$ cat config.mk
export PLATFORM = sky130hd
export DESIGN_NAME = central_gravity_euler_step_unit_flat
export DESIGN_NICKNAME = d
export VERILOG_FILES = /design/src/design/cges_pkg.sv /design/src/design/cges_if.sv /design/src/design/cges_mul.sv /design/src/design/cges_shsub.sv /design/src/design/central_gravity_euler_step_unit.sv /design/src/flat_wrapper.sv
export SDC_FILE = /design/constraint.sdc
export NUM_CORES = 2
export LEC_CHECK = 0
export CAP_MARGIN = 20
export CORE_MARGIN = 2
export CORE_UTILIZATION = 25
export CTS_CLUSTER_DIAMETER = 100
export CTS_CLUSTER_SIZE = 12
export DETAILED_ROUTE_END_ITERATION = 10
export DONT_BUFFER_PORTS = 1
export HOLD_SLACK_MARGIN = 0.06
export PLACE_DENSITY_LB_ADDON = 0.25
export SYNTH_ARGS = -nofsm -noshare
export SYNTH_HDL_FRONTEND = slang
export SYNTH_SLANG_ARGS = --single-unit
$ cat constraint.sdc
create_clock -name clk -period 37.8 [get_ports clk]
set_clock_uncertainty 0.15 [all_clocks]
set_input_delay 5.67 -clock clk [delete_from_list [all_inputs] [get_ports clk]]
set_output_delay 5.67 -clock clk [all_outputs]
set_load 0.1 [all_outputs]
$ cat src/design/cges_pkg.sv
// Package: shared types, register codes, reset values and fixed-point helpers.
`timescale 1ns / 1ps
package cges_pkg;

  localparam int unsigned QW = 48;   // Q24.24 word
  localparam int unsigned PW = 96;   // full product / radicand width
  localparam int unsigned GW = 47;   // grav_param width
  localparam int unsigned DW = 24;   // step_size width
  localparam int unsigned IW = 3;    // register index width

  typedef logic signed [QW-1:0] q_t;

  // Configuration register codes
  typedef enum logic [IW-1:0] {
    REG_GRAV_PARAM = 3'd0,
    REG_STEP_SIZE  = 3'd1,
    REG_INIT_X     = 3'd2,
    REG_INIT_Y     = 3'd3,
    REG_INIT_Z     = 3'd4,
    REG_INIT_VX    = 3'd5,
    REG_INIT_VY    = 3'd6,
    REG_INIT_VZ    = 3'd7
  } cfg_reg_t;

  localparam logic [GW-1:0] RST_GRAV_PARAM = 47'd16777216;
  localparam logic [DW-1:0] RST_STEP_SIZE  = 24'd16777;
  localparam q_t RST_INIT_X  = 48'sd167772160;
  localparam q_t RST_INIT_Y  = 48'sd0;
  localparam q_t RST_INIT_Z  = 48'sd0;
  localparam q_t RST_INIT_VX = 48'sd0;
  localparam q_t RST_INIT_VY = 48'sd2652698;
  localparam q_t RST_INIT_VZ = 48'sd0;

  localparam q_t Q_MAX = 48'sh7FFF_FFFF_FFFF;
  localparam q_t Q_MIN = 48'sh8000_0000_0000;
  localparam logic [QW-1:0] QUO_SAT = 48'h7FFF_FFFF_FFFF;

  // Command to the shift-subtract unit
  typedef struct packed {
    logic start;
    logic is_sqrt;
  } ssu_cmd_t;

  // Magnitude of a signed word (most negative value maps to 2^47)
  function automatic logic [QW-1:0] abs_q(input q_t v);
    logic [QW-1:0] m;
    m = v[QW-1] ? (~v + 48'd1) : v;
    return m;
  endfunction

  // floor(+-p / 2^24) with saturation; neg gives the sign of the product
  function automatic q_t mulq_fix(input logic neg, input logic [PW-1:0] p);
    logic [QW-1:0] q;
    logic          ovf;
    logic [QW:0]   qc;
    logic [QW:0]   nq;
    q_t            res;
    q   = p[71:24];
    ovf = |p[PW-1:72];
    qc  = {1'b0, q} + {48'd0, |p[23:0]};
    nq  = ~qc + 49'd1;
    if (neg) begin
      if (ovf || qc > 49'h0_8000_0000_0000) res = Q_MIN;
      else res = nq[QW-1:0];
    end else begin
      if (ovf || q[QW-1]) res = Q_MAX;
      else res = q;
    end
    return res;
  endfunction

  // Saturating a + b
  function automatic q_t sat_add(input q_t a, input q_t b);
    logic [QW:0] s;
    q_t          res;
    s = {a[QW-1], a} + {b[QW-1], b};
    if (s[QW] != s[QW-1]) res = s[QW] ? Q_MIN : Q_MAX;
    else res = s[QW-1:0];
    return res;
  endfunction

  // Saturating a - b
  function automatic q_t sat_sub(input q_t a, input q_t b);
    logic [QW:0] s;
    q_t          res;
    s = {a[QW-1], a} - {b[QW-1], b};
    if (s[QW] != s[QW-1]) res = s[QW] ? Q_MIN : Q_MAX;
    else res = s[QW-1:0];
    return res;
  endfunction

endpackage

$ cat src/design/cges_if.sv
// Stream interfaces: tick input channel and position result channel.
`timescale 1ns / 1ps
interface cges_in_if;
  logic valid;
  logic ready;
  logic restart;
  modport source (output valid, output restart, input ready);
  modport sink   (input valid, input restart, output ready);
endinterface

interface cges_out_if;
  logic                 valid;
  logic                 ready;
  logic signed [47:0]   pos_x;
  logic signed [47:0]   pos_y;
  logic signed [47:0]   pos_z;
  logic                 at_origin;
  modport source (output valid, output pos_x, output pos_y, output pos_z,
                  output at_origin, input ready);
  modport sink   (input valid, input pos_x, input pos_y, input pos_z,
                  input at_origin, output ready);
endinterface

$ cat src/design/cges_mul.sv
// Iterative 48x48 unsigned multiplier: one 24x24 partial product per cycle.
`timescale 1ns / 1ps
module cges_mul (
  input  logic                     clk,
  input  logic                     rst_n,
  input  logic                     start,
  input  logic [cges_pkg::QW-1:0]  a,
  input  logic [cges_pkg::QW-1:0]  b,
  output logic                     done,
  output logic [cges_pkg::PW-1:0]  prod
);

  logic [cges_pkg::QW-1:0] a_r, b_r;
  logic [cges_pkg::PW-1:0] acc_r;
  logic [1:0]              cnt_r;
  logic                    run_r, done_r;
  logic [23:0]             ah, bh;
  logic [47:0]             pp;
  logic [1:0]              sh;
  logic [cges_pkg::PW-1:0] pp_sh;

  // select halves; cnt bit 1 picks a, bit 0 picks b
  assign ah = cnt_r[1] ? a_r[47:24] : a_r[23:0];
  assign bh = cnt_r[0] ? b_r[47:24] : b_r[23:0];
  assign pp = ah * bh;
  assign sh = {1'b0, cnt_r[1]} + {1'b0, cnt_r[0]};

  always_comb begin
    case (sh)
      2'd0:    pp_sh = {48'd0, pp};
      2'd1:    pp_sh = {24'd0, pp, 24'd0};
      2'd2:    pp_sh = {pp, 48'd0};
      default: pp_sh = '0;
    endcase
  end

  always_ff @(posedge clk) begin
    if (!rst_n) begin
      run_r  <= 1'b0;
      done_r <= 1'b0;
      cnt_r  <= '0;
    end else begin
      // done pulses the cycle after the last partial product
      done_r <= !start && run_r && (cnt_r == 2'd3);
      if (start) begin
        a_r   <= a;
        b_r   <= b;
        acc_r <= '0;
        cnt_r <= '0;
        run_r <= 1'b1;
      end else if (run_r) begin
        acc_r <= acc_r + pp_sh;
        cnt_r <= cnt_r + 2'd1;
        if (cnt_r == 2'd3) run_r <= 1'b0;
      end
    end
  end

  assign done = done_r;
  assign prod = acc_r;

endmodule

$ cat src/design/cges_shsub.sv
// Shift-subtract unit: bitwise square root or Q24.24 fractional divide.
`timescale 1ns / 1ps
module cges_shsub (
  input  logic                     clk,
  input  logic                     rst_n,
  input  cges_pkg::ssu_cmd_t       cmd,
  input  logic [cges_pkg::PW-1:0]  rad,     // radicand, or dividend in low 48 bits
  input  logic [cges_pkg::QW-1:0]  den,     // divisor, nonzero
  output logic                     done,
  output logic [cges_pkg::QW-1:0]  result
);

  logic [51:0]             rem_r;
  logic [cges_pkg::QW-1:0] acc_r;
  logic [cges_pkg::PW-1:0] src_r;
  logic [5:0]              cnt_r;
  logic                    run_r, done_r, sqrt_r;
  logic [51:0]             cand, trial, diff;
  logic                    ge;
  logic                    div_sat;

  // sqrt brings in two radicand bits, divide one dividend bit
  assign cand  = sqrt_r ? {rem_r[49:0], src_r[95:94]} : {rem_r[50:0], src_r[95]};
  assign trial = sqrt_r ? {2'b00, acc_r, 2'b01} : {4'd0, den};
  assign ge    = cand >= trial;
  assign diff  = cand - trial;

  // quotient would reach 2^47: a >= d * 2^23
  assign div_sat = {24'd0, rad[47:0]} >= {1'b0, den, 23'd0};

  always_ff @(posedge clk) begin
    if (!rst_n) begin
      run_r  <= 1'b0;
      done_r <= 1'b0;
      cnt_r  <= '0;
    end else begin
      // done on a saturated divide, or after the last iteration
      done_r <= (cmd.start && !cmd.is_sqrt && div_sat) ||
                (!cmd.start && run_r && (cnt_r == 6'd1));
      if (cmd.start) begin
        sqrt_r <= cmd.is_sqrt;
        if (cmd.is_sqrt) begin
          acc_r <= '0;
          rem_r <= '0;
          src_r <= rad;
          cnt_r <= 6'd48;
          run_r <= 1'b1;
        end else if (div_sat) begin
          acc_r <= cges_pkg::QUO_SAT;
        end else begin
          // integer part of a/d is below 2^23 so only 47 quotient bits remain
          acc_r <= '0;
          rem_r <= {27'd0, rad[47:23]};
          src_r <= {rad[22:0], 73'd0};
          cnt_r <= 6'd47;
          run_r <= 1'b1;
        end
      end else if (run_r) begin
        rem_r <= ge ? diff : cand;
        acc_r <= {acc_r[46:0], ge};
        src_r <= sqrt_r ? {src_r[93:0], 2'b00} : {src_r[94:0], 1'b0};
        cnt_r <= cnt_r - 6'd1;
        if (cnt_r == 6'd1) run_r <= 1'b0;
      end
    end
  end

  assign done   = done_r;
  assign result = acc_r;

endmodule

$ cat src/design/central_gravity_euler_step_unit.sv
// Top level: Euler step sequencer around a shared multiplier and root/divide unit.
//
//  channel | dir | handshake        | payload
//  --------+-----+------------------+--------------------------------------
//  in_ch   | in  | valid / ready    | restart
//  out_ch  | out | valid / ready    | pos_x, pos_y, pos_z, at_origin
//  cfg     | in  | cfg_we           | cfg_index (3b), cfg_data (48b)
//
// In a normal tick the root and three divides run one bit a cycle in the
// shift-subtract unit; the squares and nine update products run on the
// 48x48 multiplier, which is built from 24x24 partial products. A tick at
// zero distance skips the root, the divides and the velocity products.
// in_ch.ready is high only while the sequencer is idle; the result leaves as
// soon as the squares are summed and waits in the output register under stall.
// Reset (synchronous, active low) loads register and state reset values.
`timescale 1ns / 1ps
module central_gravity_euler_step_unit (
  input  logic                     clk,
  input  logic                     rst_n,
  input  logic                     cfg_we,
  input  logic [cges_pkg::IW-1:0]  cfg_index,
  input  logic [cges_pkg::QW-1:0]  cfg_data,
  cges_in_if.sink                  in_ch,
  cges_out_if.source               out_ch
);

  typedef enum logic [7:0] {
    ST_IDLE = 8'b0000_0001,
    ST_SQ   = 8'b0000_0010,
    ST_EMIT = 8'b0000_0100,
    ST_ROOT = 8'b0000_1000,
    ST_DIV  = 8'b0001_0000,
    ST_MPK  = 8'b0010_0000,
    ST_MKD  = 8'b0100_0000,
    ST_MVD  = 8'b1000_0000
  } state_t;

  state_t state_r, state_nxt;

  // configuration registers
  logic [cges_pkg::GW-1:0] gm_r;
  logic [cges_pkg::DW-1:0] dt_r;
  cges_pkg::q_t            ipos_r [3];
  cges_pkg::q_t            ivel_r [3];

  // body state and working registers
  cges_pkg::q_t            pos_r [3];
  cges_pkg::q_t            vel_r [3];
  logic [cges_pkg::PW-1:0] sum_r;
  logic [cges_pkg::QW-1:0] root_r;
  logic [cges_pkg::QW-1:0] quo_r;
  cges_pkg::q_t            t_r;
  logic [1:0]              ax_r;
  logic [1:0]              dcnt_r;
  logic                    origin_r, restart_r, launched_r;

  // result register
  logic                    out_valid_r;
  cges_pkg::q_t            out_pos_r [3];
  logic                    out_org_r;

  // unit hookups
  logic                    mul_start, mul_done;
  logic [cges_pkg::QW-1:0] mul_a, mul_b;
  logic [cges_pkg::PW-1:0] mul_prod;
  cges_pkg::ssu_cmd_t      ssu_cmd;
  logic                    ssu_done;
  logic [cges_pkg::QW-1:0] ssu_res;
  logic [cges_pkg::PW-1:0] ssu_rad;

  logic in_xact, slot_free, unit_done;
  logic is_mul_st, is_ssu_st;

  assign in_ch.ready = (state_r == ST_IDLE);
  assign in_xact     = in_ch.valid && in_ch.ready;
  assign slot_free   = !out_valid_r || out_ch.ready;

  assign is_mul_st = (state_r == ST_SQ) || (state_r == ST_MPK) ||
                     (state_r == ST_MKD) || (state_r == ST_MVD);
  assign is_ssu_st = (state_r == ST_ROOT) || (state_r == ST_DIV);
  assign mul_start = is_mul_st && !launched_r;
  assign unit_done = is_mul_st ? mul_done : ssu_done;

  assign ssu_cmd.start   = is_ssu_st && !launched_r;
  assign ssu_cmd.is_sqrt = (state_r == ST_ROOT);
  assign ssu_rad = (state_r == ST_ROOT) ? sum_r : {48'd0, quo_r};

  // multiplier operand select
  always_comb begin
    mul_a = '0;
    mul_b = '0;
    unique case (state_r)
      ST_SQ: begin
        mul_a = cges_pkg::abs_q(pos_r[ax_r]);
        mul_b = cges_pkg::abs_q(pos_r[ax_r]);
      end
      ST_MPK: begin
        mul_a = cges_pkg::abs_q(pos_r[ax_r]);
        mul_b = quo_r;
      end
      ST_MKD: begin
        mul_a = cges_pkg::abs_q(t_r);
        mul_b = {24'd0, dt_r};
      end
      ST_MVD: begin
        mul_a = cges_pkg::abs_q(vel_r[ax_r]);
        mul_b = {24'd0, dt_r};
      end
      default: begin
        mul_a = '0;
        mul_b = '0;
      end
    endcase
  end

  cges_mul u_mul (
    .clk   (clk),
    .rst_n (rst_n),
    .start (mul_start),
    .a     (mul_a),
    .b     (mul_b),
    .done  (mul_done),
    .prod  (mul_prod)
  );

  cges_shsub u_shsub (
    .clk    (clk),
    .rst_n  (rst_n),
    .cmd    (ssu_cmd),
    .rad    (ssu_rad),
    .den    (root_r),
    .done   (ssu_done),
    .result (ssu_res)
  );

  // sequencer next state
  always_comb begin
    state_nxt = state_r;
    unique case (state_r)
      ST_IDLE: if (in_xact) state_nxt = in_ch.restart ? ST_EMIT : ST_SQ;
      ST_SQ:   if (mul_done && ax_r == 2'd2) state_nxt = ST_EMIT;
      ST_EMIT: begin
        if (slot_free) begin
          if (restart_r) state_nxt = ST_IDLE;
          else if (sum_r == '0) state_nxt = ST_MVD;
          else state_nxt = ST_ROOT;
        end
      end
      ST_ROOT: if (ssu_done) state_nxt = ST_DIV;
      ST_DIV:  if (ssu_done && dcnt_r == 2'd2) state_nxt = ST_MPK;
      ST_MPK:  if (mul_done) state_nxt = ST_MKD;
      ST_MKD:  if (mul_done) state_nxt = ST_MVD;
      ST_MVD: begin
        if (mul_done) begin
          if (ax_r == 2'd2) state_nxt = ST_IDLE;
          else state_nxt = origin_r ? ST_MVD : ST_MPK;
        end
      end
      default: state_nxt = ST_IDLE;
    endcase
  end

  always_ff @(posedge clk) begin
    if (!rst_n) begin
      state_r     <= ST_IDLE;
      launched_r  <= 1'b0;
      out_valid_r <= 1'b0;
      ax_r        <= '0;
      dcnt_r      <= '0;
      restart_r   <= 1'b0;
      origin_r    <= 1'b0;
      gm_r        <= cges_pkg::RST_GRAV_PARAM;
      dt_r        <= cges_pkg::RST_STEP_SIZE;
      ipos_r[0]   <= cges_pkg::RST_INIT_X;
      ipos_r[1]   <= cges_pkg::RST_INIT_Y;
      ipos_r[2]   <= cges_pkg::RST_INIT_Z;
      ivel_r[0]   <= cges_pkg::RST_INIT_VX;
      ivel_r[1]   <= cges_pkg::RST_INIT_VY;
      ivel_r[2]   <= cges_pkg::RST_INIT_VZ;
      pos_r[0]    <= cges_pkg::RST_INIT_X;
      pos_r[1]    <= cges_pkg::RST_INIT_Y;
      pos_r[2]    <= cges_pkg::RST_INIT_Z;
      vel_r[0]    <= cges_pkg::RST_INIT_VX;
      vel_r[1]    <= cges_pkg::RST_INIT_VY;
      vel_r[2]    <= cges_pkg::RST_INIT_VZ;
    end else begin
      state_r <= state_nxt;

      // unit launch tracking
      if (mul_start || ssu_cmd.start) launched_r <= 1'b1;
      else if (unit_done) launched_r <= 1'b0;

      // result channel: load on emit, clear on handoff
      if (state_r == ST_EMIT && slot_free) out_valid_r <= 1'b1;
      else if (out_ch.ready) out_valid_r <= 1'b0;

      // configuration decode
      if (cfg_we) begin
        unique case (cges_pkg::cfg_reg_t'(cfg_index))
          cges_pkg::REG_GRAV_PARAM: gm_r      <= cfg_data[cges_pkg::GW-1:0];
          cges_pkg::REG_STEP_SIZE:  dt_r      <= cfg_data[cges_pkg::DW-1:0];
          cges_pkg::REG_INIT_X:     ipos_r[0] <= cfg_data;
          cges_pkg::REG_INIT_Y:     ipos_r[1] <= cfg_data;
          cges_pkg::REG_INIT_Z:     ipos_r[2] <= cfg_data;
          cges_pkg::REG_INIT_VX:    ivel_r[0] <= cfg_data;
          cges_pkg::REG_INIT_VY:    ivel_r[1] <= cfg_data;
          cges_pkg::REG_INIT_VZ:    ivel_r[2] <= cfg_data;
          default: ;
        endcase
      end

      unique case (state_r)
        ST_IDLE: begin
          if (in_xact) begin
            restart_r <= in_ch.restart;
            sum_r     <= '0;
            ax_r      <= '0;
            if (in_ch.restart) begin
              for (int i = 0; i < 3; i++) begin
                pos_r[i] <= ipos_r[i];
                vel_r[i] <= ivel_r[i];
              end
            end
          end
        end
        ST_SQ: begin
          if (mul_done) begin
            sum_r <= sum_r + mul_prod;
            ax_r  <= (ax_r == 2'd2) ? 2'd0 : ax_r + 2'd1;
          end
        end
        ST_EMIT: begin
          if (slot_free) begin
            for (int i = 0; i < 3; i++) out_pos_r[i] <= pos_r[i];
            out_org_r <= !restart_r && (sum_r == '0);
            origin_r  <= (sum_r == '0);
            quo_r     <= {1'b0, gm_r};
            dcnt_r    <= '0;
          end
        end
        ST_ROOT: if (ssu_done) root_r <= ssu_res;
        ST_DIV: begin
          if (ssu_done) begin
            quo_r  <= ssu_res;
            dcnt_r <= dcnt_r + 2'd1;
          end
        end
        ST_MPK: if (mul_done) t_r <= cges_pkg::mulq_fix(pos_r[ax_r][47], mul_prod);
        ST_MKD: if (mul_done) t_r <= cges_pkg::mulq_fix(t_r[47], mul_prod);
        ST_MVD: begin
          // write back both old-value updates for this axis
          if (mul_done) begin
            pos_r[ax_r] <= cges_pkg::sat_add(pos_r[ax_r],
                             cges_pkg::mulq_fix(vel_r[ax_r][47], mul_prod));
            if (!origin_r) vel_r[ax_r] <= cges_pkg::sat_sub(vel_r[ax_r], t_r);
            ax_r <= (ax_r == 2'd2) ? 2'd0 : ax_r + 2'd1;
          end
        end
        default: ;
      endcase
    end
  end

  assign out_ch.valid     = out_valid_r;
  assign out_ch.pos_x     = out_pos_r[0];
  assign out_ch.pos_y     = out_pos_r[1];
  assign out_ch.pos_z     = out_pos_r[2];
  assign out_ch.at_origin = out_org_r;

endmodule

$ cat src/flat_wrapper.sv
// flat-port wrapper written by rule: the top's interface ports become plain ports
module central_gravity_euler_step_unit_flat 
  (clk, rst_n, cfg_we, cfg_index, cfg_data, in_ch_valid, in_ch_restart, in_ch_ready, out_ch_valid, out_ch_pos_x, out_ch_pos_y, out_ch_pos_z, out_ch_at_origin, out_ch_ready);
  cges_in_if in_ch_i ();
  cges_out_if out_ch_i ();
  input  logic clk;
  input  logic rst_n;
  input  logic cfg_we;
  input  logic [cges_pkg::IW-1:0] cfg_index;
  input  logic [cges_pkg::QW-1:0] cfg_data;
  input wire logic [$bits(in_ch_i.valid)-1:0] in_ch_valid;
  input wire logic [$bits(in_ch_i.restart)-1:0] in_ch_restart;
  output wire logic [$bits(in_ch_i.ready)-1:0] in_ch_ready;
  output wire logic [$bits(out_ch_i.valid)-1:0] out_ch_valid;
  output wire logic [$bits(out_ch_i.pos_x)-1:0] out_ch_pos_x;
  output wire logic [$bits(out_ch_i.pos_y)-1:0] out_ch_pos_y;
  output wire logic [$bits(out_ch_i.pos_z)-1:0] out_ch_pos_z;
  output wire logic [$bits(out_ch_i.at_origin)-1:0] out_ch_at_origin;
  input wire logic [$bits(out_ch_i.ready)-1:0] out_ch_ready;
  assign in_ch_i.valid = in_ch_valid;
  assign in_ch_i.restart = in_ch_restart;
  assign in_ch_ready = in_ch_i.ready;
  assign out_ch_valid = out_ch_i.valid;
  assign out_ch_pos_x = out_ch_i.pos_x;
  assign out_ch_pos_y = out_ch_i.pos_y;
  assign out_ch_pos_z = out_ch_i.pos_z;
  assign out_ch_at_origin = out_ch_i.at_origin;
  assign out_ch_i.ready = out_ch_ready;
  central_gravity_euler_step_unit u_core (.clk(clk), .rst_n(rst_n), .cfg_we(cfg_we), .cfg_index(cfg_index), .cfg_data(cfg_data), .in_ch(in_ch_i), .out_ch(out_ch_i));
endmodule
==> metrics.txt <==
Worst Path Required ~38 ns; status completed; Worst Slack Setup Final roughly 25 ns; Crit path arrival time roughly 13 ns; worst hold path class reg2reg; vias in the first global route just over 80,000; critical path type reg2reg; die width around 660 um; drt first pass iters 8; Critical-path top delay cell mux2_2; Synthesized Nets approximately 12,000; hpwl dp ~340,000 um; Post CTS Setup Buffer Count 0; CTS max path bufs 4; Die ar. between 400,000 and 500,000 um^2; fmax between 70 and 80 MHz; Post-synth EDFFs 1,445; via count roughly 86,000; core area 431,500 um^2; fin crit period between 10 and 15 ns; clk_lat worst skew roughly 0.87 ns; RSZ-0062 raised after global routing false; fraction of registers with async set/reset 0%; Final period util roughly a third; Slew Limit Fails 0; largest net degree at the start of global routing around 130; vias per cell 5.216; clk slew on worst S/H paths about 0.070 ns; Starting DRT DRC Count about 9,900; CTS buffer count 161; gpl congestion between 0.9 and 1; Avg WL per Cell about 28 um; DRC 0; Setup Slack @ Placement between 20 and 30 ns; Synth Cell Area roughly 110,000 um^2; TritonCTS clock tree yes; fill count ~45,000; root buffer cell clkbuf_16; total track usage between 20% and 30%; Critical Path Most Common Cell fa_1; CP Max Fanout 26; Synth cell types 99; final hold violation count 0; most common cell after layout, fill and taps aside nand2_1; slew margin rel. between 15 and 20%; Worst-Margin Slew around 1.3 ns; GRT met1 Usage 28.11%; Final Setup Violations 0; post-cts sizing count 0; layout cells sized above 1 under 10%; H-tree Lvls 4; Worst setup SP type flip-flop; starting density of the core about 25%; PortBufs 0; global-route wire length before repair ~640,000 um; Cells after Synth 10,760; area growth from synthesis to layout 10.70%; sequential share of the synthesized area 41.84%; Detailed Route WL about 460,000 um; IO Pins 204; Top FF cell, synth edfxtp_1; Final ANT Viol Nets 0; syn avg cell area 10.09 um^2; crit-path leading delay family adder cells; chip height between 600 and 700 um; most frequent cells in the layout nand2_1 (1,448), edfxtp_1 (1,445), nor2_1 (908), inv_1 (776), a21oi_1 (660); Syn. warnings 0; Sink Count between 1,500 and 2,000; met2 Usage GRT 31.31%; Row Count roughly 240; Largest stage delay, worst path approximately 0.73 ns; met3 Resource Use GR about 3.8%; Final nets about 12,000; Max Cap Viol 0; grt ovf 0; CP endpoint kind flip-flop; Top Usage Layer GRT met2; TNS Setup 0 ns; #FFs+latches synth between 1,500 and 2,000; CP bufs+invs 4; hold_buf cts 0; initial antenna violation count 55
==> path summary, 6_finish.rpt <==
kind	start	cells after the start	endpoint	slack [ns]
worst max-delay path	u_core.u_mul.cnt_r[0]	38	u_core.u_mul.prod[81]	25.14
worst min-delay path	u_core.pos_r[1][36]	0	u_core.out_pos_r[0][84]	0.26
worst max register to register	u_core.u_mul.cnt_r[0]	38	u_core.u_mul.prod[81]	25.14
worst min register to register	u_core.pos_r[1][36]	0	u_core.out_pos_r[0][84]	0.26
==> registers in the layout, indices dropped and copies added (netlist names), 47 cells and up, named ones only <==
signal,flops
u_core.u_shsub.rem_r,51
u_core.u_shsub.src_r,96
u_core.quo_r,48
u_core.u_shsub.result,48
u_core.ivel_r,144
u_core.u_mul.b_r,48
u_core.ipos_r,144
u_core.pos_r,192
u_core.out_pos_r,144
u_core.gm_r,47
u_core.vel_r,192
u_core.root_r,48
u_core.t_r,48
u_core.sum_r,96
u_core.u_mul.a_r,48
u_core.u_mul.prod,96
==> kinds of logic after synthesis <==
family	Yosys count	share of synthesized area (%)
AO/OA/AOI/OAI	2455	14.57
XOR/XNOR	542	4.374
adder cells (fa/ha/maj)	1072	15.64
buffers and inverters	1343	4.706
flip-flops	1546	41.84
multiplexers	408	4.957
AND/OR/NAND/NOR	3389	13.91
==> final cells by class <==
| class | instances | area, um^2 | share of cell area [%] |
|---|---|---|---|
| timing repair buffer | 200 | 1577 | 1.312 |
| multi-input combinational | 7866 | 58390 | 48.60 |
| clock inverter | 19 | 176.4 | 0.1468 |
| antenna | 93 | 232.7 | 0.1937 |
| inverter | 779 | 2924 | 2.434 |
| clock buffer | 211 | 4278 | 3.560 |
| sequential | 1546 | 45420 | 37.81 |
| tap | 5710 | 7144 | 5.946 |
==> cell usage after synthesis (61+ instances only) <==
library cell | instances | area, um^2
o21bai_1 | 94 | 705.7
nor2_1 | 924 | 3468
nand2_1 | 1456 | 5465
xnor2_1 | 344 | 3013
ha_1 | 546 | 6832
dfxtp_1 | 101 | 2022
a21o_1 | 210 | 1577
and3_1 | 65 | 406.6
a21oi_1 | 661 | 3308
nand3_1 | 122 | 610.6
xor2_1 | 198 | 1734
clkbuf_1 | 491 | 1843
mux4_2 | 94 | 2117
a221o_1 | 124 | 1241
o21ai_0 | 598 | 2993
a21boi_0 | 85 | 638.1
nor4_1 | 89 | 556.8
fa_1 | 487 | 9749
nand2b_1 | 70 | 437.9
mux2i_1 | 218 | 2182
edfxtp_1 | 1445 | 43390
nor3_1 | 141 | 705.7
nor2b_1 | 81 | 506.7
inv_1 | 777 | 2917
o21ai_1 | 61 | 305.3
mux2_2 | 96 | 1081
nand4_1 | 130 | 813.3
and2_1 | 171 | 1070
==> metal layers <==
metal	vias to the layer above	part of all wire, %
met5	-	0.034
met3	588	8.0
met1	43570	44
li1	38070	-
met4	24	3.0
met2	3408	45
==> worst register-to-register path: cells and delay by family, from the launching register on <==
kind,cells,cell delay [ns]
fa+ha+maj,9,4.33
flops,1,0.65
mux,1,0.75
compound gates,14,3.61
xor+xnor,2,0.51
buf+inv,4,0.61
simple gates,8,1.75
==> metrics by stage <==
stage          util, %  instances  hold WS (ns)  area, um^2
2_1_floorplan        -      10760        0.2704      108500
3_3_place_gp     26.73      16090        0.2759      115300
3_5_place_dp     26.74      16090        0.2855      115400
4_1_cts          27.77      16320        0.2668      119800
5_1_grt          27.82      16380        0.2795      120000
6_report         27.84      16420        0.2613      120100
Power is left out: the tool's default activity adds up to more than one toggle a clock period on the data nets, which glitch-free logic cannot reach.
